===== config.mk =====
export PLATFORM = sky130hd
export DESIGN_NAME = terminal_line_editor_core_flat
export DESIGN_NICKNAME = d
export VERILOG_FILES = /design/src/design/tle_pkg.sv /design/src/design/tle_if.sv /design/src/design/terminal_line_editor_core.sv /design/src/flat_wrapper.sv
export SDC_FILE = /design/constraint.sdc
export NUM_CORES = 2
export LEC_CHECK = 0
export ABC_AREA = 1
export BUFFER_PORTS_ARGS = -buffer_cell sky130_fd_sc_hd__clkbuf_2
export CORE_UTILIZATION = 30
export DETAILED_ROUTE_END_ITERATION = 8
export PLACE_DENSITY = 0.45
export SLEW_MARGIN = 20
export SYNTH_ARGS = -nofsm -noshare
export SYNTH_HDL_FRONTEND = slang
export SYNTH_SLANG_ARGS = --single-unit

===== constraint.sdc =====
create_clock -name i_clk -period 17.6 [get_ports i_clk]
set_input_delay 1.76 -clock i_clk [delete_from_list [all_inputs] [get_ports i_clk]]
set_output_delay 1.76 -clock i_clk [all_outputs]
set_load 0.02 [all_outputs]

===== src/design/tle_pkg.sv =====
// ----------------------------------------------------------------------------
// tle_pkg: shared types and constants of the terminal line editor
// Command, result kind and end reason codes, line store sizing, byte codes.
// ----------------------------------------------------------------------------
package tle_pkg;

    localparam int LINE_DEPTH = 256;
    localparam int ADDR_W     = $clog2(LINE_DEPTH);
    localparam int LEN_W      = ADDR_W + 1;
    localparam int CAP_W      = 9;
    localparam int HEAD_N     = 4;

    typedef enum logic [1:0] {
        CMD_CHAR   = 2'd0,
        CMD_CANCEL = 2'd1,
        CMD_RD_ERR = 2'd2,
        CMD_READ   = 2'd3
    } t_cmd;

    typedef enum logic [1:0] {
        KIND_ECHO  = 2'd0,
        KIND_LINE  = 2'd1,
        KIND_RDATA = 2'd2,
        KIND_RSVD  = 2'd3
    } t_kind;

    typedef enum logic [1:0] {
        END_ENTER  = 2'd0,
        END_INTR   = 2'd1,
        END_EXIT   = 2'd2,
        END_CANCEL = 2'd3
    } t_reason;

    localparam logic [7:0] CH_ETX   = 8'd3;
    localparam logic [7:0] CH_EOT   = 8'd4;
    localparam logic [7:0] CH_BS    = 8'd8;
    localparam logic [7:0] CH_LF    = 8'd10;
    localparam logic [7:0] CH_CR    = 8'd13;
    localparam logic [7:0] CH_SPACE = 8'd32;
    localparam logic [7:0] CH_TILDE = 8'd126;
    localparam logic [7:0] CH_CARET = 8'h5e;
    localparam logic [7:0] CH_C     = 8'h43;

    localparam logic [7:0] EXIT_WORD [HEAD_N] = '{8'h65, 8'h78, 8'h69, 8'h74};

endpackage


===== src/design/tle_if.sv =====
// ----------------------------------------------------------------------------
// tle_if: valid/ready channels of the terminal line editor
// Input word channel, result word channel and capacity write channel.
// ----------------------------------------------------------------------------
interface tle_in_if;
    import tle_pkg::*;
    logic       valid;
    logic       ready;
    t_cmd       cmd;
    logic [7:0] char_in;
    logic [7:0] read_index;

    modport source (output valid, cmd, char_in, read_index, input ready);
    modport sink   (input valid, cmd, char_in, read_index, output ready);
endinterface

interface tle_out_if;
    import tle_pkg::*;
    logic       valid;
    logic       ready;
    t_kind      kind;
    logic [7:0] data_byte;
    logic [7:0] line_length;
    t_reason    end_reason;
    logic       last;

    modport source (output valid, kind, data_byte, line_length, end_reason, last,
                    input ready);
    modport sink   (input valid, kind, data_byte, line_length, end_reason, last,
                    output ready);
endinterface

interface tle_cfg_if;
    import tle_pkg::*;
    logic             valid;
    logic             ready;
    logic [CAP_W-1:0] data;

    modport source (output valid, data, input ready);
    modport sink   (input valid, data, output ready);
endinterface


===== src/design/terminal_line_editor_core.sv =====
// ----------------------------------------------------------------------------
// terminal_line_editor_core: canonical terminal line editor
// Edits received characters into a line store, emits echo words and
// line-complete words, and reads stored bytes back by index.
// ----------------------------------------------------------------------------
//
//  channel  | dir | word
//  ---------+-----+------------------------------------------------------
//  i_in     | in  | cmd, char_in, read_index
//  o_out    | out | kind, data_byte, line_length, end_reason, last
//  i_cfg    | in  | line_capacity (9 bits), always ready
//
//  An accepted word is held in the input register, then is processed in
//  one pass as soon as the result sequencer is free; it gives 0 to 6
//  result words, one per cycle while o_out is ready, and back-to-back
//  words overlap: the next word is taken while results of the previous
//  one still drain. The result sequencer sets the rate. The store read
//  for a read command issues at accept time through the memory's registered
//  read port. Reset (synchronous, active low) clears length, finished
//  flag, capacity (to 256) and the handshakes; the line store is not
//  cleared. A stalled o_out holds its word and the input register fills,
//  then i_in.ready drops.
//
module terminal_line_editor_core (
    input  logic i_clk,
    input  logic i_rst_n,
    tle_in_if.sink    i_in,
    tle_out_if.source o_out,
    tle_cfg_if.sink   i_cfg
);
    import tle_pkg::*;

    typedef enum logic [2:0] {
        SEQ_APPEND,
        SEQ_READ,
        SEQ_ENTER,
        SEQ_INTR,
        SEQ_EOF,
        SEQ_BS,
        SEQ_CANCEL
    } t_seq;

    // Line store: first HEAD_N bytes in flops (the exit text lands there in
    // one pass), the rest in a single-port-write memory.
    logic [7:0]        r_mem [LINE_DEPTH];
    logic [7:0]        r_head [HEAD_N];
    logic [7:0]        r_rd_data;

    logic [LEN_W-1:0]  r_len;
    logic              r_fin;
    logic [CAP_W-1:0]  r_cap;

    // Input register
    logic              r_in_valid;
    t_cmd              r_cmd;
    logic [7:0]        r_char;
    logic [7:0]        r_idx;

    // Result sequencer
    logic              r_out_valid;
    t_seq              r_seq;
    logic [2:0]        r_step;
    logic [7:0]        r_byte;
    logic [7:0]        r_len_out;

    logic              in_acc;
    logic              out_acc;
    logic              seq_last;
    logic              free;
    logic              move;

    logic [LEN_W-1:0]  cap_eff;
    logic [LEN_W-1:0]  cur_len;
    logic [LEN_W-1:0]  exit_n;
    logic [LEN_W-1:0]  n_len;
    logic              n_fin;
    logic              has_res;
    t_seq              n_seq;
    logic [7:0]        n_byte;
    logic              exit_wr;
    logic              app_wr;
    logic [ADDR_W-1:0] wr_addr;
    logic [ADDR_W-1:0] rd_addr;
    logic [7:0]        rd_byte;
    logic [2:0]        seq_cnt;

    assign i_cfg.ready = 1'b1;
    assign in_acc      = i_in.valid && i_in.ready;
    assign out_acc     = r_out_valid && o_out.ready;
    assign free        = !r_out_valid || (out_acc && seq_last);
    assign move        = r_in_valid && free;
    assign i_in.ready  = !r_in_valid || free;
    assign rd_addr     = ADDR_W'(i_in.read_index);
    assign wr_addr     = ADDR_W'(cur_len);

    // Clamp capacity into 1..LINE_DEPTH
    always_comb begin
        if (32'(r_cap) > 32'(LINE_DEPTH)) begin
            cap_eff = LEN_W'(LINE_DEPTH);
        end else if (r_cap == '0) begin
            cap_eff = LEN_W'(1);
        end else begin
            cap_eff = LEN_W'(r_cap);
        end
        exit_n = (cap_eff - LEN_W'(1) > LEN_W'(HEAD_N)) ? LEN_W'(HEAD_N)
                                                        : cap_eff - LEN_W'(1);
    end

    // A finished line is discarded by the next character or cancel.
    assign cur_len = r_fin ? '0 : r_len;

    // Read data: zero at or beyond the length.
    always_comb begin
        rd_byte = 8'd0;
        if (32'(r_idx) < 32'(r_len)) begin
            if (32'(r_idx) < 32'(HEAD_N)) begin
                rd_byte = r_head[r_idx[1:0]];
            end else begin
                rd_byte = r_rd_data;
            end
        end
    end

    // Single-pass edit of the word in the input register
    always_comb begin
        n_len   = r_len;
        n_fin   = r_fin;
        has_res = 1'b0;
        n_seq   = SEQ_READ;
        n_byte  = 8'd0;
        exit_wr = 1'b0;
        app_wr  = 1'b0;
        case (r_cmd)
            CMD_READ: begin
                has_res = 1'b1;
                n_seq   = SEQ_READ;
                n_byte  = rd_byte;
            end
            CMD_CANCEL: begin
                exit_wr = 1'b1;
                n_len   = exit_n;
                n_fin   = 1'b1;
                has_res = 1'b1;
                n_seq   = SEQ_CANCEL;
            end
            CMD_CHAR: begin
                n_len = cur_len;
                n_fin = 1'b0;
                if (r_char == CH_CR || r_char == CH_LF) begin
                    n_fin   = 1'b1;
                    has_res = 1'b1;
                    n_seq   = SEQ_ENTER;
                end else if (r_char == CH_ETX) begin
                    n_len   = '0;
                    n_fin   = 1'b1;
                    has_res = 1'b1;
                    n_seq   = SEQ_INTR;
                end else if (r_char == CH_EOT && cur_len == '0) begin
                    exit_wr = 1'b1;
                    n_len   = exit_n;
                    n_fin   = 1'b1;
                    has_res = 1'b1;
                    n_seq   = SEQ_EOF;
                end else if (r_char == CH_BS) begin
                    if (cur_len != '0) begin
                        n_len   = cur_len - LEN_W'(1);
                        has_res = 1'b1;
                        n_seq   = SEQ_BS;
                    end
                end else if (r_char >= CH_SPACE && r_char <= CH_TILDE &&
                             cur_len + LEN_W'(1) < cap_eff) begin
                    app_wr  = 1'b1;
                    n_len   = cur_len + LEN_W'(1);
                    has_res = 1'b1;
                    n_seq   = SEQ_APPEND;
                    n_byte  = r_char;
                end
            end
            default: begin
                // read error: drop
            end
        endcase
    end

    // Line store memory; forward a same-edge append to the read port.
    always_ff @(posedge i_clk) begin
        if (move && app_wr) begin
            r_mem[wr_addr] <= r_char;
        end
        if (in_acc) begin
            if (move && app_wr && wr_addr == rd_addr) begin
                r_rd_data <= r_char;
            end else begin
                r_rd_data <= r_mem[rd_addr];
            end
        end
    end

    // Head bytes of the line store
    always_ff @(posedge i_clk) begin
        for (int i = 0; i < HEAD_N; i++) begin
            if (move && exit_wr && 32'(i) < 32'(exit_n)) begin
                r_head[i] <= EXIT_WORD[i];
            end else if (move && app_wr && 32'(cur_len) == 32'(i)) begin
                r_head[i] <= r_char;
            end
        end
    end

    // Control state and capacity
    always_ff @(posedge i_clk) begin
        if (!i_rst_n) begin
            r_len       <= '0;
            r_fin       <= 1'b0;
            r_cap       <= CAP_W'(256);
            r_in_valid  <= 1'b0;
            r_out_valid <= 1'b0;
            r_seq       <= SEQ_READ;
            r_step      <= '0;
        end else begin
            if (i_cfg.valid && i_cfg.ready) begin
                r_cap <= i_cfg.data;
            end
            // input register: fill on accept, empty when processed
            if (in_acc) begin
                r_in_valid <= 1'b1;
            end else if (move) begin
                r_in_valid <= 1'b0;
            end
            // result sequencer: advance on each taken word
            if (move) begin
                r_len       <= n_len;
                r_fin       <= n_fin;
                r_out_valid <= has_res;
                r_seq       <= n_seq;
                r_step      <= '0;
            end else if (out_acc) begin
                if (seq_last) begin
                    r_out_valid <= 1'b0;
                end else begin
                    r_step <= r_step + 3'd1;
                end
            end
        end
    end

    // Payload registers, no reset
    always_ff @(posedge i_clk) begin
        if (in_acc) begin
            r_cmd  <= i_in.cmd;
            r_char <= i_in.char_in;
            r_idx  <= i_in.read_index;
        end
        if (move) begin
            r_byte    <= n_byte;
            r_len_out <= 8'(n_len);
        end
    end

    // Result word decode from sequence and step
    always_comb begin
        case (r_seq)
            SEQ_APPEND: seq_cnt = 3'd1;
            SEQ_READ:   seq_cnt = 3'd1;
            SEQ_ENTER:  seq_cnt = 3'd2;
            SEQ_INTR:   seq_cnt = 3'd4;
            SEQ_EOF:    seq_cnt = 3'd6;
            SEQ_BS:     seq_cnt = 3'd3;
            SEQ_CANCEL: seq_cnt = 3'd1;
            default:    seq_cnt = 3'd1;
        endcase
    end

    assign seq_last = (r_step == seq_cnt - 3'd1);

    always_comb begin
        o_out.valid       = r_out_valid;
        o_out.last        = seq_last;
        o_out.kind        = KIND_ECHO;
        o_out.data_byte   = 8'd0;
        o_out.line_length = 8'd0;
        o_out.end_reason  = END_ENTER;
        if (seq_last && r_seq != SEQ_APPEND && r_seq != SEQ_READ &&
            r_seq != SEQ_BS) begin
            o_out.kind        = KIND_LINE;
            o_out.line_length = r_len_out;
        end
        case (r_seq)
            SEQ_APPEND: begin
                o_out.data_byte = r_byte;
            end
            SEQ_READ: begin
                o_out.kind      = KIND_RDATA;
                o_out.data_byte = r_byte;
            end
            SEQ_ENTER: begin
                if (!seq_last) begin
                    o_out.data_byte = CH_LF;
                end
            end
            SEQ_INTR: begin
                o_out.end_reason  = seq_last ? END_INTR : END_ENTER;
                o_out.line_length = 8'd0;
                case (r_step)
                    3'd0:    o_out.data_byte = CH_CARET;
                    3'd1:    o_out.data_byte = CH_C;
                    3'd2:    o_out.data_byte = CH_LF;
                    default: o_out.data_byte = 8'd0;
                endcase
            end
            SEQ_EOF: begin
                o_out.end_reason = seq_last ? END_EXIT : END_ENTER;
                case (r_step)
                    3'd0:    o_out.data_byte = EXIT_WORD[0];
                    3'd1:    o_out.data_byte = EXIT_WORD[1];
                    3'd2:    o_out.data_byte = EXIT_WORD[2];
                    3'd3:    o_out.data_byte = EXIT_WORD[3];
                    3'd4:    o_out.data_byte = CH_LF;
                    default: o_out.data_byte = 8'd0;
                endcase
            end
            SEQ_BS: begin
                o_out.data_byte = (r_step == 3'd1) ? CH_SPACE : CH_BS;
            end
            SEQ_CANCEL: begin
                o_out.end_reason = END_CANCEL;
            end
            default: begin
                o_out.data_byte = 8'd0;
            end
        endcase
    end

endmodule

===== src/flat_wrapper.sv =====
// flat-port wrapper written by rule: the top's interface ports become plain ports
module terminal_line_editor_core_flat import tle_pkg::*;
  (i_clk, i_rst_n, i_in_valid, i_in_cmd, i_in_char_in, i_in_read_index, i_in_ready, o_out_valid, o_out_kind, o_out_data_byte, o_out_line_length, o_out_end_reason, o_out_last, o_out_ready, i_cfg_valid, i_cfg_data, i_cfg_ready);
  tle_in_if i_in_i ();
  tle_out_if o_out_i ();
  tle_cfg_if i_cfg_i ();
  input  logic i_clk;
  input  logic i_rst_n;
  input wire logic [$bits(i_in_i.valid)-1:0] i_in_valid;
  input wire logic [$bits(i_in_i.cmd)-1:0] i_in_cmd;
  input wire logic [$bits(i_in_i.char_in)-1:0] i_in_char_in;
  input wire logic [$bits(i_in_i.read_index)-1:0] i_in_read_index;
  output wire logic [$bits(i_in_i.ready)-1:0] i_in_ready;
  output wire logic [$bits(o_out_i.valid)-1:0] o_out_valid;
  output wire logic [$bits(o_out_i.kind)-1:0] o_out_kind;
  output wire logic [$bits(o_out_i.data_byte)-1:0] o_out_data_byte;
  output wire logic [$bits(o_out_i.line_length)-1:0] o_out_line_length;
  output wire logic [$bits(o_out_i.end_reason)-1:0] o_out_end_reason;
  output wire logic [$bits(o_out_i.last)-1:0] o_out_last;
  input wire logic [$bits(o_out_i.ready)-1:0] o_out_ready;
  input wire logic [$bits(i_cfg_i.valid)-1:0] i_cfg_valid;
  input wire logic [$bits(i_cfg_i.data)-1:0] i_cfg_data;
  output wire logic [$bits(i_cfg_i.ready)-1:0] i_cfg_ready;
  assign i_in_i.valid = i_in_valid;
  assign i_in_i.cmd = i_in_cmd;
  assign i_in_i.char_in = i_in_char_in;
  assign i_in_i.read_index = i_in_read_index;
  assign i_in_ready = i_in_i.ready;
  assign o_out_valid = o_out_i.valid;
  assign o_out_kind = o_out_i.kind;
  assign o_out_data_byte = o_out_i.data_byte;
  assign o_out_line_length = o_out_i.line_length;
  assign o_out_end_reason = o_out_i.end_reason;
  assign o_out_last = o_out_i.last;
  assign o_out_i.ready = o_out_ready;
  assign i_cfg_i.valid = i_cfg_valid;
  assign i_cfg_i.data = i_cfg_data;
  assign i_cfg_ready = i_cfg_i.ready;
  terminal_line_editor_core u_core (.i_clk(i_clk), .i_rst_n(i_rst_n), .i_in(i_in_i), .o_out(o_out_i), .i_cfg(i_cfg_i));
endmodule

# [Yosys cells after proc, flatten, opt, wreduce, memory -nomap -nowiden]
# Memories as Yosys holds them, arrays and structs flattened. A register that Yosys moved wholly into a read port is not among the register bits.
# Index checks and enable logic that the tools add are counted.
# W data, S select, Z words.
[op_classes] n_reduce_logical=42 add_sub_neg=5 bitwise=6 n_lt_le_gt_ge=11 n_eq_ne=23 mux=90
[op_table] op="$mux W8" count=13
[op_table] op="$mux W9" count=10
[op_table] op="$mux W1" count=46
[op_table] op="$pmux W8 S5" count=1
[op_table] op="$pmux W7 S5" count=1
[op_table] op="$eq A8 B4 Y1 const B" count=3
[op_table] op="$pmux W7 S3" count=1
[op_table] op="$logic_and A1 B1 Y1" count=20
[op_table] op="$eq A9 B2 Y1 const B" count=2
[op_table] op="$logic_not A9 Y1" count=2
[op_table] op="$lt A1 B9 Y1 const A" count=2
[op_table] op="$lt A2 B9 Y1 const A" count=2
[op_table] op="$pmux W9 S2" count=1
[op_table] op="$sub A9 B1 Y9 const B" count=2
[op_table] op="$pmux W8 S2" count=1
[op_table] op="$mux W3" count=5
[op_table] op="$eq A3 B2 Y1 const B" count=4
[op_table] op="$eq A3 B3 Y1 const B" count=4
[op_table] op="$pmux W3 S4" count=1
[op_table] op="$add A9 B1 Y9 const B" count=1
[op_table] op="$eq A9 B1 Y1 const B" count=1
[op_table] op="$gt A9 B3 Y1 const B" count=1
[op_table] op="$gt A9 B9 Y1 const B" count=1
[op_table] op="$lt A8 B9 Y1" count=1
[op_table] op="other kinds (31)" count=51
[word_totals] mem_bits_rw=2080 memories=2 ff_bits=61 elab_cells=192 output_inout_bits=24 input_bits=32
[mem_list] memory="u_core.r_mem" words=256 width=8 read_ports=1 rd_ports_with_merged_regs=1 write_ports=1 line="terminal_line_editor_core.sv:45" source="logic [7:0] r_mem [LINE_DEPTH];"
[mem_list] memory="u_core.r_head" words=4 width=8 read_ports=1 rd_ports_with_merged_regs=1 write_ports=4 line="terminal_line_editor_core.sv:46" source="logic [7:0] r_head [HEAD_N];"

# [Logic depth before layout (Yosys ltp)]
[depth] word_depth=17 mapped_depth=25 mapped_depth_nobuf=24

# [Worst setup path after synthesis]
# No wires, ideal clock.
[synth_path] path_type="reg2reg" start="register u_core.r_char[5]" end="memory u_core.r_mem[112][0] (enable)" slack_ns=11.681 path_stages_with_launch=16 arrival_time_ns=5.548 setup_time_ns=0.370 path_cell_list="edfxtp_1 > inv_2 > nand2_1 > nand2_1 > a21oi_1 > o211ai_1 > nor2_1 > nand2_1 > inv_1 > nand2_1 > nor2_8 > inv_4 > nor2_4 > nand2_2 > buf_4 > nor2_1"
[synth_between] elab_chain_cells=12
[synth_rtl] item="start: declaration" line="terminal_line_editor_core.sv:56" source="logic [7:0] r_char;"
[synth_rtl] item="start signal: assignment" line="terminal_line_editor_core.sv:251" source="r_char <= i_in.char_in;"
[synth_rtl] item="$ge A8 B6 Y1 or $le A8 B7 Y1 (tied branches)" line="terminal_line_editor_core.sv:170" source="end else if (r_char >= CH_SPACE && r_char <= CH_TILDE &&"
[synth_rtl] item="$logic_and A1 B1 Y1 (2 in a row)" line="terminal_line_editor_core.sv:170"
[synth_rtl] item="$mux W1" line="terminal_line_editor_core.sv:170"
[synth_rtl] item="$mux W1" line="terminal_line_editor_core.sv:164" source="end else if (r_char == CH_BS) begin"
[synth_rtl] item="$mux W1" line="terminal_line_editor_core.sv:158" source="end else if (r_char == CH_EOT && cur_len == '0) begin"
[synth_rtl] item="$mux W1" line="terminal_line_editor_core.sv:153" source="end else if (r_char == CH_ETX) begin"
[synth_rtl] item="$mux W1 (*)" line="terminal_line_editor_core.sv:149" source="if (r_char == CH_CR || r_char == CH_LF) begin"
[synth_rtl] item="$mux W1 (*)" line="terminal_line_editor_core.sv:133" source="case (r_cmd)"
[synth_rtl] item="$logic_and A1 B1 Y1 (*)" line="terminal_line_editor_core.sv:187" source="if (move && app_wr) begin"
[synth_rtl] item="$mux W1 (*)" line="terminal_line_editor_core.sv:187"
[synth_rtl] item="$mux W1 (implied by the code) (*)" line="terminal_line_editor_core.sv:188" source="r_mem[wr_addr] <= r_char;"
[synth_rtl] item="end: declaration" line="terminal_line_editor_core.sv:45"
# Mark *: on every way between the ends. The rest lies on a longest branch, timed or not.

# [Worst setup path in the final report]
[layout_path] start="register u_core.r_len[6]" end="memory u_core.r_mem[184][5] (enable)"
[layout_between] elab_chain_cells=13
[layout_rtl] item="start: declaration" line="terminal_line_editor_core.sv:49" source="logic [LEN_W-1:0] r_len;"
[layout_rtl] item="start signal: assignment" line="terminal_line_editor_core.sv:232" source="r_len <= n_len;"
[layout_rtl] item="$mux W9 (*)" line="terminal_line_editor_core.sv:110" source="assign cur_len = r_fin ? '0 : r_len;"
[layout_rtl] item="$add A9 B1 Y9" line="terminal_line_editor_core.sv:171" source="cur_len + LEN_W'(1) < cap_eff) begin"
[layout_rtl] item="$lt A9 B9 Y1" line="terminal_line_editor_core.sv:171"
[layout_rtl] item="$logic_and A1 B1 Y1" line="terminal_line_editor_core.sv:170"
[layout_rtl] item="$mux W1" line="terminal_line_editor_core.sv:170"
[layout_rtl] item="$mux W1" line="terminal_line_editor_core.sv:164"
[layout_rtl] item="$mux W1" line="terminal_line_editor_core.sv:158"
[layout_rtl] item="$mux W1" line="terminal_line_editor_core.sv:153"
[layout_rtl] item="$mux W1" line="terminal_line_editor_core.sv:149"
[layout_rtl] item="$mux W1" line="terminal_line_editor_core.sv:133"
[layout_rtl] item="$logic_and A1 B1 Y1" line="terminal_line_editor_core.sv:187"
[layout_rtl] item="$mux W1" line="terminal_line_editor_core.sv:187"
[layout_rtl] item="$mux W1 (implied by the code)" line="terminal_line_editor_core.sv:188"
# Marked as above.

==> results.cfg <==
[global_routing]
antenna_found_initial = 9
grt_pass1_wl_um = 412800
grt_max_degree = 241
grt_usage = 0.1889
overflow = 0
grt_pass1_vias = 57741

[cells_and_area]
final-seq-area_um2 = 64300
nFillCells = 28814
layout-drive-gt1-share = 0.06955
final_cell_mix = 2122 x edfxtp_1, 1388 x nor2_1, 1084 x o21ai_0
layout_commonest_cell = edfxtp_1
nNetsFinal = 7184
area_growth_syn_to_layout_pct = 13.04
final_cells = 11207
multi_input_area_um2 = 20880

[power_and_ir_drop]
finalPower_mw = 11.12
netSwitchingFraction = 0.2322
peakVddDrop_mv = 0.07055
comb_power_share = 0.061
power.internal_mw = 8.537
power.switching_mw = 2.582
p_leak_nw = 31.58
seq_power_share = 0.509
power.share.clock = 0.430
power_density_nw_per_um2 = 112.3

[timing]
clock.fmax_mhz = 143.9
skew_ns = 0.07120
setup_viol = 0
slew_headroom = 0.2216
drv_slew = 0
finalCritPeriodShare = 0.3949
fin_ws_ns = 10.65
tns_ns = 0
finalHoldViolations = 0
rsz0062_at_grt = no
tightest_slew_ns = 1.168
min_period_ns = 6.951

[drt]
via_per_inst = 5.222
dr.pass1.iters = 7
ant_nets = 0
drt-total-wl_um = 284700
vias = 58524
wl_per_cell_um = 25.41
drc = 3
drtIter0Drc = 6268

[die]
die_h_um = 542.3
dieArea_um2 = 294100
die_w_um = 542.3
start_util = 0.3014
core_area_um2 = 290600
ioPinCount = 56
fp-row-count = 198

[placement]
gp_congestion = 0.8715
port_buffers = 54
placedCellCount = 10788
pre_cts_ws_ns = 10.15
hpwl_um = 163100

[yosys]
synth_ff_type = edfxtp_1
synth_top_family_by_area = simple AND/OR/NAND/NOR gates
synthSimpleGateAreaFrac = 0.1282
post_synth_num_cell_types = 48
synth-adder-area-share = 0.004572
netlist_area_um2 = 87580
synthXorXnorAreaFrac = 0.001300
synth-compound-area-share = 0.1041
synth_seq_cells = 2151
synthMuxAreaShare = 0
syn_avg_cell_area_um2 = 12.11
yosysWarnings = 0
async_flop_share = 0
synth_edf_count = 2122
synth_cells = 7235
synth-seq-area-share = 0.7342

[worst_hold_path]
hold_path.class = register to register
hold_depth = 2
hp-start = u_core.r_len[1]$_SDFFE_PN0P_
min_to = u_core.r_len[1]$_SDFFE_PN0P_

[worst_setup_path]
worst_setup_path_start_kind = register
timing.rr.start = u_core.r_len[6]$_SDFFE_PN0P_
critPathKind = register to register
crit_chain = inv_1 -> nor2_1 -> inv_1 -> nor2_1 -> nand2_1 -> o21ai_0 -> ha_1 -> nand2_1 -> inv_1 -> o21ai_0 -> o211ai_1 -> nor2_1 -> nand2_1 -> inv_1 -> nand2_1 -> nor2_8 -> inv_4 -> nor2_4 -> nand2_2 -> buf_4 -> nor2_1
required_ns = 18.11
cpPeakStageDelay_ns = 0.65
critPathCaptureType = register
worst_ep_arrival_time_ns = 7.46
r2r_slack_ns = 10.65
worst-r2r-cell-count = 21
critPathTopFamily = simple AND/OR/NAND/NOR gates
slowest_stage = nor2_1
rr_endpoint = u_core.r_mem[184][5]$_DFFE_PP_
crit_buf_inv = 6
cp_max_fo = 17

[run_status]
status = finished with violations
violations = design-rule violations

[flow_run]
drv_cap = 0

[cts]
postCtsSetupRepairBufs = 0
cts_buffers = 230
cts-root-buf = clkbuf_16
cts_buffer_depth = 4
cts_tree = done
clock-sinks = 2151
clk_latency_ns = 0.92
h-tree-depth = 4
post_cts_resized = 0
cts.reportedPaths.clkPinSlew_ns = 0.07
postCtsHoldBufs = 0
[power by group through the flow]
stage               logic (mW)  registers (mW)  clock network, mW
floorplan                0.356            5.81                  0
detailed placement       0.684            5.76                  0
global route             0.740            5.65               5.04
finish                   0.683            5.65               4.78
CTS                      0.685            5.65               4.86
global placement         0.688            5.76                  0
[worst reg2reg max path, delay by kind of cell, from the launching register on]
family | cells | cell delay, ns
flip-flops | 1 | 0.34
AO/OA/AOI/OAI | 3 | 0.81
buffers and inverters | 6 | 1.28
adder cells (fa/ha/maj) | 1 | 0.32
AND/OR/NAND/NOR | 11 | 3.83
[logic make-up (layout without fill, tap and decap cells)]
family	after synthesis	count (layout)
XOR/XNOR	13	13
AO/OA/AOI/OAI	1673	1673
adder cells (fa/ha/maj)	32	32
buffers and inverters	623	689
flip-flops	2151	2151
other	2	8
AND/OR/NAND/NOR	2741	2741
[through the flow]
step,cell area (um^2),util,hold slack (ns)
after floorplan,87590,-,0.4453
after global placement,91760,0.3158,0.4573
after detailed placement,91760,0.3158,0.4672
after CTS,98990,0.3406,0.4754
after global routing,99000,0.3407,0.4899
final,99000,0.3407,0.4753
[area by class of cell]
| cell class | instances | share of cell area |
|---|---|---|
| flip-flops and latches | 2151 | 0.6495 |
| repair buffers | 147 | 0.01211 |
| diodes | 3 | 0.00007583 |
| well taps | 3900 | 0.04929 |
| clock buffers | 289 | 0.06122 |
| multi-input cells | 4464 | 0.2109 |
| inverters | 126 | 0.005081 |
| clock inverters | 127 | 0.01182 |
[worst max path at each step]
| stage | startpoint | to | slack [ns] | cells past startpoint |
|---|---|---|---|---|
| detailed placement | i_in_read_index[0] | u_core.r_rd_data[3]$_DFFE_PP_ | 10.15 | 17 |
| global route | u_core.r_len[6]$_SDFFE_PN0P_ | u_core.r_mem[184][4]$_DFFE_PP_ | 10.13 | 21 |
| global placement | i_in_read_index[0] | u_core.r_rd_data[5]$_DFFE_PP_ | 10.08 | 17 |
| finish | u_core.r_len[6]$_SDFFE_PN0P_ | u_core.r_mem[184][5]$_DFFE_PP_ | 10.65 | 21 |
| CTS | u_core.r_len[6]$_SDFFE_PN0P_ | u_core.r_mem[184][4]$_DFFE_PP_ | 10.68 | 21 |
| floorplan | u_core.r_char[5]$_DFFE_PP_ | u_core.r_mem[112][0]$_DFFE_PP_ | 11.68 | 15 |
[Yosys cell counts (32+ instances only)]
cell type,n,share of area
clkbuf_1,405,0.017
inv_1,110,0.0047
ha_1,32,0.0046
buf_2,36,0.0021
buf_1,51,0.0022
o22ai_1,504,0.036
edfxtp_1,2122,0.73
nand2_1,721,0.031
o21ai_0,1085,0.062
nand3_1,563,0.032
a21oi_1,47,0.0027
nor2_1,1388,0.059
[layer usage]
| layer | part of all wire | track usage | up-vias |
|---|---|---|---|
| met4 | 0.028 | 0.05518 | 2 |
| met2 | 0.46 | 0.3035 | 2072 |
| met5 | 0.000046 | 0 | - |
| li1 | - | - | 26195 |
| met1 | 0.45 | 0.2668 | 29866 |
| met3 | 0.059 | 0.02296 | 389 |
[flip-flops by register name, indices dropped and copies added, names as in the netlist, 2 cells and up, named ones only]
| name | cells |
|---|---|
| u_core.r_cap | 9 |
| u_core.r_idx | 8 |
| u_core.r_rd_data | 8 |
| u_core.r_byte | 8 |
| u_core.r_seq | 3 |
| u_core.r_mem | 2048 |
| u_core.r_len_out | 8 |
| u_core.r_step | 3 |
| u_core.r_char | 8 |
| u_core.r_cmd | 2 |
| u_core.r_head | 32 |
| u_core.r_len | 9 |
No activity file was read; power rests on OpenSTA's default activity.
